==> src/hw/rtl/char_lcd_write_sequencer_unit_defines.svh <==
// Assertion macros shared by the character LCD write sequencer RTL.
// Depends on nothing; the asserting module must provide i_clk and i_rst_n.
`ifndef CHAR_LCD_WRITE_SEQUENCER_UNIT_DEFINES_SVH
`define CHAR_LCD_WRITE_SEQUENCER_UNIT_DEFINES_SVH

// A property checked on every rising clock edge outside reset.
`define CLWS_ASSERT(lbl, prop, msg) \
    lbl: assert property (@(posedge i_clk) disable iff (!i_rst_n) prop) else $error(msg);

// An implication checked on every rising clock edge outside reset.
`define CLWS_ASSERT_IMP(lbl, ante, cons, msg) \
    lbl: assert property (@(posedge i_clk) disable iff (!i_rst_n) (ante) |-> (cons)) \
        else $error(msg);

// A next-cycle implication checked outside reset.
`define CLWS_ASSERT_NEXT(lbl, ante, cons, msg) \
    lbl: assert property (@(posedge i_clk) disable iff (!i_rst_n) (ante) |=> (cons)) \
        else $error(msg);

`endif

==> src/hw/rtl/clws_pkg.sv <==
// Package for the character LCD write sequencer: request, pin state and job types.
// Depends on nothing; used by every module of the block.
package clws_pkg;

    localparam logic [1:0] CMD_INSTR  = 2'd0;
    localparam logic [1:0] CMD_DATA   = 2'd1;
    localparam logic [1:0] CMD_CURSOR = 2'd2;

    localparam logic CFG_IDX_BUS_WIDTH = 1'b0;
    localparam logic CFG_IDX_LANE      = 1'b1;

    localparam logic [7:0] SET_DDRAM_ADDR = 8'h80;
    localparam logic [7:0] LANE_UPPER_MASK = 8'hF0;
    localparam logic [7:0] LANE_LOWER_MASK = 8'h0F;

    localparam logic [2:0] STEP_LAST_BYTE   = 3'd3;
    localparam logic [2:0] STEP_LAST_NIBBLE = 3'd6;

    typedef struct packed {
        logic [1:0] cmd;
        logic [7:0] value;
        logic [1:0] row;
        logic [3:0] col;
    } t_lcd_req;

    typedef struct packed {
        logic       reg_select;
        logic       read_write;
        logic       enable;
        logic [7:0] data_bus;
        logic       last;
    } t_pin_state;

    typedef struct packed {
        logic       bus_width_mode;
        logic       nibble_lane;
    } t_cfg_regs;

    typedef struct packed {
        logic       skip;
        logic       rs;
        logic [7:0] byte_val;
    } t_job;

    function automatic logic [7:0] row_base(input logic [1:0] row);
        logic [7:0] base;
        case (row)
            2'd0:    base = 8'h00;
            2'd1:    base = 8'h40;
            2'd2:    base = 8'h10;
            default: base = 8'h50;
        endcase
        return base;
    endfunction

    function automatic logic [7:0] put_nibble(input logic [7:0] bus, input logic [3:0] nib,
                                              input logic lane);
        logic [7:0] res;
        if (lane) begin
            res = (bus & LANE_UPPER_MASK) | {4'h0, nib};
        end else begin
            res = (bus & LANE_LOWER_MASK) | {nib, 4'h0};
        end
        return res;
    endfunction

endpackage

==> src/hw/rtl/char_lcd_write_sequencer_unit.sv <==
// Top level of the character LCD write sequencer: request register, config registers.
// Depends on clws_pkg, clws_decode and clws_seq.
//
// Usage: a write request (cmd, value, row, col) enters on the input channel and is
// accepted when i_in_valid is high and o_in_stall is low. Each request is expanded
// into a run of LCD pin states on the output channel, one per cycle while the output
// is not stalled, taken when o_out_valid is high and i_out_stall is low. An eight-bit
// write gives four states and a four-bit write seven; the final state carries last.
// An unused command code gives no states. The accepted request is registered, and
// its first state is then registered in the output register. One request is held
// while its states are produced, and the next is accepted in the cycle the final
// state is loaded into the output register. A stall on the output holds the output
// register and the sequencer, and back-pressures the input channel.
// The two config registers are written through i_cfg_valid / o_cfg_ready, which is
// always ready, and must only be written while the block is idle.
// Reset clears the config registers, the pin latches and all valid flags.
module char_lcd_write_sequencer_unit
    import clws_pkg::*;
(
    input  logic       i_clk,
    input  logic       i_rst_n,
    input  logic       i_in_valid,
    output logic       o_in_stall,
    input  t_lcd_req   i_in_data,
    output logic       o_out_valid,
    input  logic       i_out_stall,
    output t_pin_state o_out_data,
    input  logic       i_cfg_valid,
    output logic       o_cfg_ready,
    input  logic       i_cfg_index,
    input  logic       i_cfg_data
);

    logic      r_in_valid;
    t_lcd_req  r_in;
    t_cfg_regs r_cfg;
    t_job      job;
    logic      job_done;
    logic      in_ready;

    assign in_ready    = !r_in_valid || job_done;
    assign o_in_stall  = !in_ready;
    assign o_cfg_ready = 1'b1;

    always_ff @(posedge i_clk) begin
        if (!i_rst_n) begin
            r_in_valid <= 1'b0;
            r_cfg      <= '0;
        end else begin
            if (in_ready) begin
                r_in_valid <= i_in_valid;
            end
            if (i_cfg_valid) begin
                unique case (i_cfg_index)
                    CFG_IDX_BUS_WIDTH: r_cfg.bus_width_mode <= i_cfg_data;
                    CFG_IDX_LANE:      r_cfg.nibble_lane    <= i_cfg_data;
                    default:           r_cfg                <= r_cfg;
                endcase
            end
        end
    end

    always_ff @(posedge i_clk) begin
        if (in_ready && i_in_valid) begin
            r_in <= i_in_data;
        end
    end

    clws_decode u_decode (
        .i_req (r_in),
        .o_job (job)
    );

    clws_seq u_seq (
        .i_clk       (i_clk),
        .i_rst_n     (i_rst_n),
        .i_cfg       (r_cfg),
        .i_job_valid (r_in_valid),
        .i_job       (job),
        .o_job_done  (job_done),
        .o_out_valid (o_out_valid),
        .i_out_stall (i_out_stall),
        .o_out_data  (o_out_data)
    );

endmodule

==> src/hw/rtl/clws_decode.sv <==
// Command decoder: turns a request into the register select, bus byte and skip bit.
// Depends on clws_pkg.
module clws_decode
    import clws_pkg::*;
(
    input  t_lcd_req i_req,
    output t_job     o_job
);

    always_comb begin
        o_job.skip     = 1'b0;
        o_job.rs       = 1'b0;
        o_job.byte_val = i_req.value;
        unique case (i_req.cmd)
            CMD_INSTR: begin
                o_job.rs = 1'b0;
            end
            CMD_DATA: begin
                o_job.rs = 1'b1;
            end
            CMD_CURSOR: begin
                o_job.byte_val = SET_DDRAM_ADDR | (row_base(i_req.row) + {4'h0, i_req.col});
            end
            default: begin
                o_job.skip = 1'b1;
            end
        endcase
    end

endmodule

==> src/hw/rtl/clws_seq.sv <==
// Pin state sequencer: pin latches, step counter and the registered output stage.
// Depends on clws_pkg and char_lcd_write_sequencer_unit_defines.svh.
`include "char_lcd_write_sequencer_unit_defines.svh"

module clws_seq
    import clws_pkg::*;
(
    input  logic       i_clk,
    input  logic       i_rst_n,
    input  t_cfg_regs  i_cfg,
    input  logic       i_job_valid,
    input  t_job       i_job,
    output logic       o_job_done,
    output logic       o_out_valid,
    input  logic       i_out_stall,
    output t_pin_state o_out_data
);

    logic       r_sel;
    logic       r_en;
    logic [7:0] r_bus;
    logic [2:0] r_step;
    logic       r_out_valid;
    t_pin_state r_out;

    logic       n_sel;
    logic       n_en;
    logic [7:0] n_bus;
    logic [2:0] n_step;
    logic       out_free;
    logic       load;
    logic       last_step;

    assign out_free  = !r_out_valid || !i_out_stall;
    assign last_step = i_cfg.bus_width_mode ? (r_step == STEP_LAST_NIBBLE)
                                            : (r_step == STEP_LAST_BYTE);
    assign load       = i_job_valid && out_free && !i_job.skip;
    assign o_job_done = i_job_valid && out_free && (i_job.skip || last_step);

    always_comb begin
        n_sel = r_sel;
        n_en  = r_en;
        n_bus = r_bus;
        case (r_step)
            3'd0: n_sel = i_job.rs;
            3'd1: n_en  = 1'b1;
            3'd2: begin
                if (i_cfg.bus_width_mode) begin
                    n_bus = put_nibble(r_bus, i_job.byte_val[7:4], i_cfg.nibble_lane);
                end else begin
                    n_bus = i_job.byte_val;
                end
            end
            3'd3: n_en  = 1'b0;
            3'd4: n_en  = 1'b1;
            3'd5: n_bus = put_nibble(r_bus, i_job.byte_val[3:0], i_cfg.nibble_lane);
            3'd6: n_en  = 1'b0;
            default: n_en = r_en;
        endcase
        n_step = last_step ? 3'd0 : r_step + 3'd1;
    end

    always_ff @(posedge i_clk) begin
        if (!i_rst_n) begin
            r_sel       <= 1'b0;
            r_en        <= 1'b0;
            r_bus       <= 8'h00;
            r_step      <= 3'd0;
            r_out_valid <= 1'b0;
        end else begin
            if (out_free) begin
                r_out_valid <= load;
            end
            if (load) begin
                r_sel  <= n_sel;
                r_en   <= n_en;
                r_bus  <= n_bus;
                r_step <= n_step;
            end
        end
    end

    always_ff @(posedge i_clk) begin
        if (load) begin
            r_out.reg_select <= n_sel;
            r_out.read_write <= 1'b0;
            r_out.enable     <= n_en;
            r_out.data_bus   <= n_bus;
            r_out.last       <= last_step;
        end
    end

    assign o_out_valid = r_out_valid;
    assign o_out_data  = r_out;

    `CLWS_ASSERT(a_step_range, r_step <= STEP_LAST_NIBBLE, "Step counter out of range.")
    `CLWS_ASSERT_IMP(a_last_e_low, r_out_valid && r_out.last, !r_out.enable,
                     "Write ended with E high.")
    `CLWS_ASSERT_NEXT(a_done_resets_step, o_job_done, r_step == 3'd0,
                      "Step not cleared after a write.")
    `CLWS_ASSERT_IMP(a_done_idle_e, o_job_done, n_en == 1'b0 || i_job.skip,
                     "E left high between writes.")

endmodule

==> config.mk <==
export PLATFORM = sky130hd
export DESIGN_NAME = char_lcd_write_sequencer_unit
export DESIGN_NICKNAME = d
export VERILOG_FILES = /design/src/hw/rtl/clws_pkg.sv /design/src/hw/rtl/char_lcd_write_sequencer_unit.sv /design/src/hw/rtl/clws_decode.sv /design/src/hw/rtl/clws_seq.sv
export VERILOG_INCLUDE_DIRS = /design/src /design/src/hw/rtl
export SDC_FILE = /design/constraint.sdc
export NUM_CORES = 1
export LEC_CHECK = 0
export BUFFER_PORTS_ARGS = -buffer_cell sky130_fd_sc_hd__buf_2
export CAP_MARGIN = 20
export CORE_UTILIZATION = 55
export CTS_BUF_LIST = sky130_fd_sc_hd__clkbuf_8
export DETAILED_ROUTE_END_ITERATION = 7
export PLACE_DENSITY_LB_ADDON = 0.25
export SLEW_MARGIN = 20
export SYNTH_ARGS = -nofsm -noshare
export SYNTH_HDL_FRONTEND = slang
export SYNTH_SLANG_ARGS = --single-unit
==> constraint.sdc <==
create_clock -name i_clk -period 3.09 [get_ports i_clk]
set_input_delay 0.618 -clock i_clk [delete_from_list [all_inputs] [get_ports i_clk]]
set_output_delay 0.618 -clock i_clk [all_outputs]
set_load 0.005 [all_outputs]
After elaboration in Yosys (flattened, before gate mapping) --
Index checks and enable logic that the tools add are counted.
Storage, ports and cells: logic and storage cells 65, register bits after elaboration 44, input port bits 23, output and inout port bits 15
Cells by class: $add $sub $neg 2, equal/unequal tests 10, bitwise operators 5, multiplexer cells 13, reduce and logical (&&, ||, !) cells 19
Operators by type and width (number):
- $mux W8 | 4
- $pmux W7 S3 | 1
- $or A4 B8 Y8 | 2
- $or A8 B4 Y8 | 2
- $pmux W8 S2 | 1
- $eq A3 B3 Y1 const B | 3
- $add A7 B4 Y7 | 1
- $mux W7 | 1
- $eq A3 B2 Y1 const B | 2
- $eq A2 B1 Y1 const B | 2
- $eq A2 B2 Y1 const B | 2
- $logic_and A1 B1 Y1 | 4
- $logic_not A1 Y1 | 4
- $logic_not A2 Y1 | 2
- $mux W1 | 4
- $reduce_and A2 Y1 | 2
- $reduce_or A2 Y1 | 2
- $add A3 B1 Y3 const B | 1
- $eq A3 B1 Y1 const B | 1
- $logic_not A3 Y1 | 1
- $logic_or A1 B1 Y1 | 3
- $mux W3 | 1
- $reduce_or A3 Y1 | 1
- $pmux W1 S2 | 1
- $not A1 Y1 | 1

Depth between registers and ports, before layout --
depth after elaboration 9, gate-level depth with buffers 7, mapped depth without buffers 6

Cells and area by module --
From an unflattened synthesis, not the netlist that was laid out.
Unflattened totals: cell total of the unflattened synthesis 181, area, all modules 2163.3 um^2
By module, submodules not included:
- clws_seq | cells an instance 138, instances 1, area each 1423.9 um^2
- char_lcd_write_sequencer_unit | cells an instance 31, instances 1, area each 615.6 um^2
- clws_decode | cells an instance 12, instances 1, area each 123.9 um^2

Worst setup path after synthesis --
OpenSTA, ideal clock, no wires.
path type flip-flop to flip-flop, start register u_seq.r_step[0], end register r_in[0] (netlist bit), enable pin, arrival time 1.746 ns, path buffers 0, slack 0.954 ns, stages on the path, launching flop included 7, library setup time 0.390 ns, period minus slack after synthesis 2.136 ns, data required time 2.700 ns, cells stage by stage dfxtp_1 -> ha_1 -> ha_1 -> nand2b_1 -> nand3_1 -> a21boi_0 -> nor2b_1
On the way: cells in the longest elaborated chain, start to end 6, elaborated cells between the ends (all ways) 7, classes of those cells eq/ne (2); mux (1); reduce/logical (4)
RTL lines:
- start: declaration | line clws_seq.sv:22 | logic [2:0] r_step;
- start signal: assignment | line clws_seq.sv:78 | r_step <= n_step;
- $eq A3 B2 Y1 or $eq A3 B3 Y1 (tied branches) | line clws_seq.sv:36, clws_seq.sv:35
- $mux W1 * | line clws_seq.sv:35 | assign last_step = i_cfg.bus_width_mode ? (r_step == STEP_LAST_NIBBLE)
- $logic_or A1 B1 Y1 * | line clws_seq.sv:38 | assign o_job_done = i_job_valid && out_free && (i_job.skip || last_step);
- $logic_and A1 B1 Y1 * | line clws_seq.sv:38
- $logic_or A1 B1 Y1 * | line char_lcd_write_sequencer_unit.sv:41 | assign in_ready = !r_in_valid || job_done;
- $logic_and A1 B1 Y1 * | line char_lcd_write_sequencer_unit.sv:64 | if (in_ready && i_in_valid) begin
- end signal: assignment | line char_lcd_write_sequencer_unit.sv:65 | r_in <= i_in_data;
- end: declaration | line char_lcd_write_sequencer_unit.sv:35 | t_lcd_req r_in;
Mark *: on every way between the ends. The rest lies on a longest branch, timed or not. A chain may end at the register's enable or synchronous reset.

Worst setup path after layout --
start register u_seq.r_step[2], end output o_in_stall
On the way: cells in the longest elaborated chain, start to end 6, elaborated cells between the ends (all ways) 7, classes of those cells eq/ne (2); mux (1); reduce/logical (4)
RTL lines:
- $eq A3 B2 Y1 or $eq A3 B3 Y1 (tied branches) | line clws_seq.sv:36, clws_seq.sv:35
- $mux W1 * | line clws_seq.sv:35
- $logic_or A1 B1 Y1 * | line clws_seq.sv:38
- $logic_and A1 B1 Y1 * | line clws_seq.sv:38
- $logic_or A1 B1 Y1 * | line char_lcd_write_sequencer_unit.sv:41
- $logic_not A1 Y1 * | line char_lcd_write_sequencer_unit.sv:42 | assign o_in_stall = !in_ready;
- end: declaration | line char_lcd_write_sequencer_unit.sv:23 | output logic o_in_stall,
Marked as above.

==> summary.txt <==
setup slack after layout: 0.479 ns
post-synthesis cell type with the largest combined area: sky130_fd_sc_hd__edfxtp_1
Final Hold Fails: 0
initial antenna violation count: 0
post-detail-place hpwl: 2.85 mm
worst setup slack after placement: 0.604 ns
Total Routing Usage GR: 21.3%
distinct cell type count of the synthesized netlist: 45
Slowest-stage cell, CP: sky130_fd_sc_hd__dfxtp_1
setup total negative slack: 0 ns
final slew viol count: 0
Avg WL per Cell: 14.5 µm
number of fill cells: 287
yosys warns: 0
result of the run: completed
Vias per Instance: 5.70
flops & latches, synth: 44
# Max-Cap Violations: 0
number of vias after detailed routing: 1511
total core area: 0.00344 mm²
area share of the leading cell type in the synthesized netlist: 40.0%
root buffer cell: sky130_fd_sc_hd__clkbuf_8
sequential cell area fraction in the yosys report: 56.7%
Row Count: 21
Detail Route Antenna Nets: 0
crit path launch type: flop
Final Wtd Congestion: 0.824
via count of the first global-routing pass: 1458
TritonCTS clock tree: done
footprint of the multi-input gates: 786 µm²
Die X: 62.7 µm
Crit path arrival time: 1.99 ns
Avg Cell Area, Syn: 11.0 µm²
top-level I/O count: 38
share of the clock period used by the worst path: 84.5%
most frequent cells in the layout: sky130_fd_sc_hd__buf_2, sky130_fd_sc_hd__edfxtp_1, sky130_fd_sc_hd__nand2_1
clock buffers created by TritonCTS: 5
pin slew with the least headroom to its limit: 0.850 ns
area of all sequential standard cells: 0.00115 mm²
area of the die: 0.00394 mm²
worst vdd rail ir drop: 358 µV
overall power after layout: 1.13 mW
number of port buffers: 35
number of buffers inserted by post-CTS setup repair: 0
main area contributors after synthesis: sky130_fd_sc_hd__edfxtp_1, sky130_fd_sc_hd__dfxtp_1, sky130_fd_sc_hd__nand2_1
Gates resized, CTS repair: 0
synthesized netlist net count: 213
fraction of layout instances using a drive strength above 1: 22.8%
RSZ-0062 raised after global routing: no
die extent in y: 62.7 µm
Post-Route WL: 3.83 mm
class of the most critical hold timing path: flop to flop
pin count of the biggest net entering global routing: 29
clock latency reported for the late side of the worst-skew pair: 0.29 ns
Syn Inst Count: 185
Hold-fix buffers, CTS: 0
relative slew slack: 43.3%
element type at the critical path end: primary output
number of nets at the end of the flow: 246
number of clock sinks: 44
number of diodes: 0
global route total overflow: 0
delay of the slowest critical-path stage: 0.58 ns
critical path data required time: 2.47 ns
CP cell instances: inv_1 -> ha_1 -> nand2b_1 -> nand3_1 -> a21boi_0 -> buf_2
first-pass GRT wire length: 6.40 mm
Worst Setup Path Type: flop to primary output
Final Util: 66.4%
post-synthesis cell area: 0.00203 mm²
final worst clock skew: 0.00433 ns
H-Tree Level Count: 2
Pleak: 0.934 nW
peak clock frequency supported by timing: 383 MHz
final count of negative-setup-slack endpoints: 0
clock edge transition at the registers on the reported setup and hold paths: 0.08 ns
most common cell after layout, fill and taps aside: sky130_fd_sc_hd__buf_2
power per unit of standard cell area: 492 mW/mm²
iteration count of the initial detailed-routing pass: 4
buffer depth of the longest clock path: 2
effective utilization at floorplan: 59.0%
violation count after the first detailed-routing iteration: 107
time the worst path needs with I/O delays and setup: 2.61 ns
number of remaining DRC errors: 0
area growth from synthesis to layout: 12.7%
maximum fanout count along the critical path: 14
-- cell type report --
class,count,share of cell area (%)
repair buffers,35,7.66
flip-flops and latches,44,50.3
inverters,10,1.64
clock buffers,5,3.01
well taps,46,2.52
clock inverters,3,0.492
multi-input cells,122,34.4
-- path summary, 6_finish.rpt --
| path | from | endpoint | slack (ns) | cells after the start |
|---|---|---|---|---|
| worst min-delay path | u_seq.r_en | u_seq.r_en | 0.49 | 2 |
| worst min register to register | u_seq.r_en | u_seq.r_en | 0.49 | 2 |
| worst max register to register | u_seq.r_step[0] | r_in[5] | 0.97 | 6 |
| worst max-delay path | u_seq.r_step[2] | o_in_stall | 0.48 | 6 |
-- cells in the mapped netlist --
| master | count |
|---|---|
| sky130_fd_sc_hd__edfxtp_1 | 27 |
| sky130_fd_sc_hd__nand2_1 | 22 |
| sky130_fd_sc_hd__dfxtp_1 | 17 |
| sky130_fd_sc_hd__a21oi_1 | 14 |
| sky130_fd_sc_hd__inv_1 | 9 |
| sky130_fd_sc_hd__o21ai_0 | 8 |
| sky130_fd_sc_hd__a31oi_1 | 7 |
| sky130_fd_sc_hd__nor2_1 | 7 |
| sky130_fd_sc_hd__ha_1 | 5 |
| sky130_fd_sc_hd__nand2b_1 | 5 |
| sky130_fd_sc_hd__buf_2 | 4 |
| sky130_fd_sc_hd__mux2_2 | 4 |
| sky130_fd_sc_hd__mux2i_1 | 4 |
| sky130_fd_sc_hd__nand3_1 | 4 |
| sky130_fd_sc_hd__a211o_1 | 3 |
| sky130_fd_sc_hd__a21o_1 | 3 |
| sky130_fd_sc_hd__a22oi_1 | 3 |
| sky130_fd_sc_hd__a311oi_1 | 3 |
| sky130_fd_sc_hd__buf_4 | 3 |
| sky130_fd_sc_hd__nor2b_1 | 3 |
| sky130_fd_sc_hd__a2bb2oi_1 | 2 |
| sky130_fd_sc_hd__and2b_1 | 2 |
| sky130_fd_sc_hd__conb_1 | 2 |
| sky130_fd_sc_hd__o211ai_1 | 2 |
| sky130_fd_sc_hd__or3_1 | 2 |
| sky130_fd_sc_hd__a211oi_1 | 1 |
| sky130_fd_sc_hd__a21bo_2 | 1 |
| sky130_fd_sc_hd__a21boi_0 | 1 |
| sky130_fd_sc_hd__a31o_2 | 1 |
| sky130_fd_sc_hd__and2_0 | 1 |
| sky130_fd_sc_hd__and3b_1 | 1 |
| sky130_fd_sc_hd__and4bb_2 | 1 |
| sky130_fd_sc_hd__buf_6 | 1 |
| sky130_fd_sc_hd__clkbuf_1 | 1 |
| sky130_fd_sc_hd__clkinv_1 | 1 |
| sky130_fd_sc_hd__nand3_2 | 1 |
| sky130_fd_sc_hd__nand3b_1 | 1 |
| sky130_fd_sc_hd__nand4_1 | 1 |
| sky130_fd_sc_hd__nor3_1 | 1 |
| sky130_fd_sc_hd__o211a_1 | 1 |
| sky130_fd_sc_hd__o21a_1 | 1 |
| sky130_fd_sc_hd__o221ai_1 | 1 |
| sky130_fd_sc_hd__o22ai_1 | 1 |
| sky130_fd_sc_hd__o32ai_1 | 1 |
| sky130_fd_sc_hd__or2_2 | 1 |
-- sequential cells by signal, summed over array words and instances, names as in the netlist --
register / flops
r_in: 16
u_seq.o_out_data: 11
u_seq.r_bus: 8
u_seq.r_step: 3
r_cfg: 2
r_in_valid: 1
u_seq.o_out_valid: 1
u_seq.r_en: 1
u_seq.r_sel: 1
-- layer usage --
metal  share of wire [%]  track usage (%)  vias to the layer above
li1                    -                -                      735
met1                  41             23.9                      687
met2                  49             36.3                       75
met3                 7.5             6.20                       14
met4                 2.5             11.6                        0
met5                   0                0                        -
-- report_power, final --
part | switching [mW] | total [mW] | internal (mW) | leakage (nW)
Combinational | 0.0684 | 0.118 | 0.0496 | 0.487
Sequential | 0.0195 | 0.682 | 0.662 | 0.399
Clock | 0.175 | 0.326 | 0.151 | 0.0482
-- through the flow --
step	hold WS [ns]	instances	cell area (µm²)
global route	0.483	265	2290
global placement	0.465	257	2200
finish	0.489	265	2290
floorplan	0.451	185	2030
CTS	0.492	265	2280
detailed placement	0.481	257	2200
-- logic make-up (layout without fill, tap and decap cells) --
kind of cell	count (synthesis)	after routing	synth area share, %
compound gates	54	54	17.7
fa+ha+maj	5	5	3.08
buf+inv	19	53	4.69
flops	44	44	56.7
mux	8	8	4.19
other cells	2	2	0.370
simple gates	53	53	13.3
-- critical path: cells and delay by family (launching register included) --
family	cells	cell delay (ns)
flops	1	0.58
compound gates	1	0.40
buf+inv	2	0.29
fa+ha+maj	1	0.22
simple gates	2	0.21
Power figures use the tool's default switching activity.
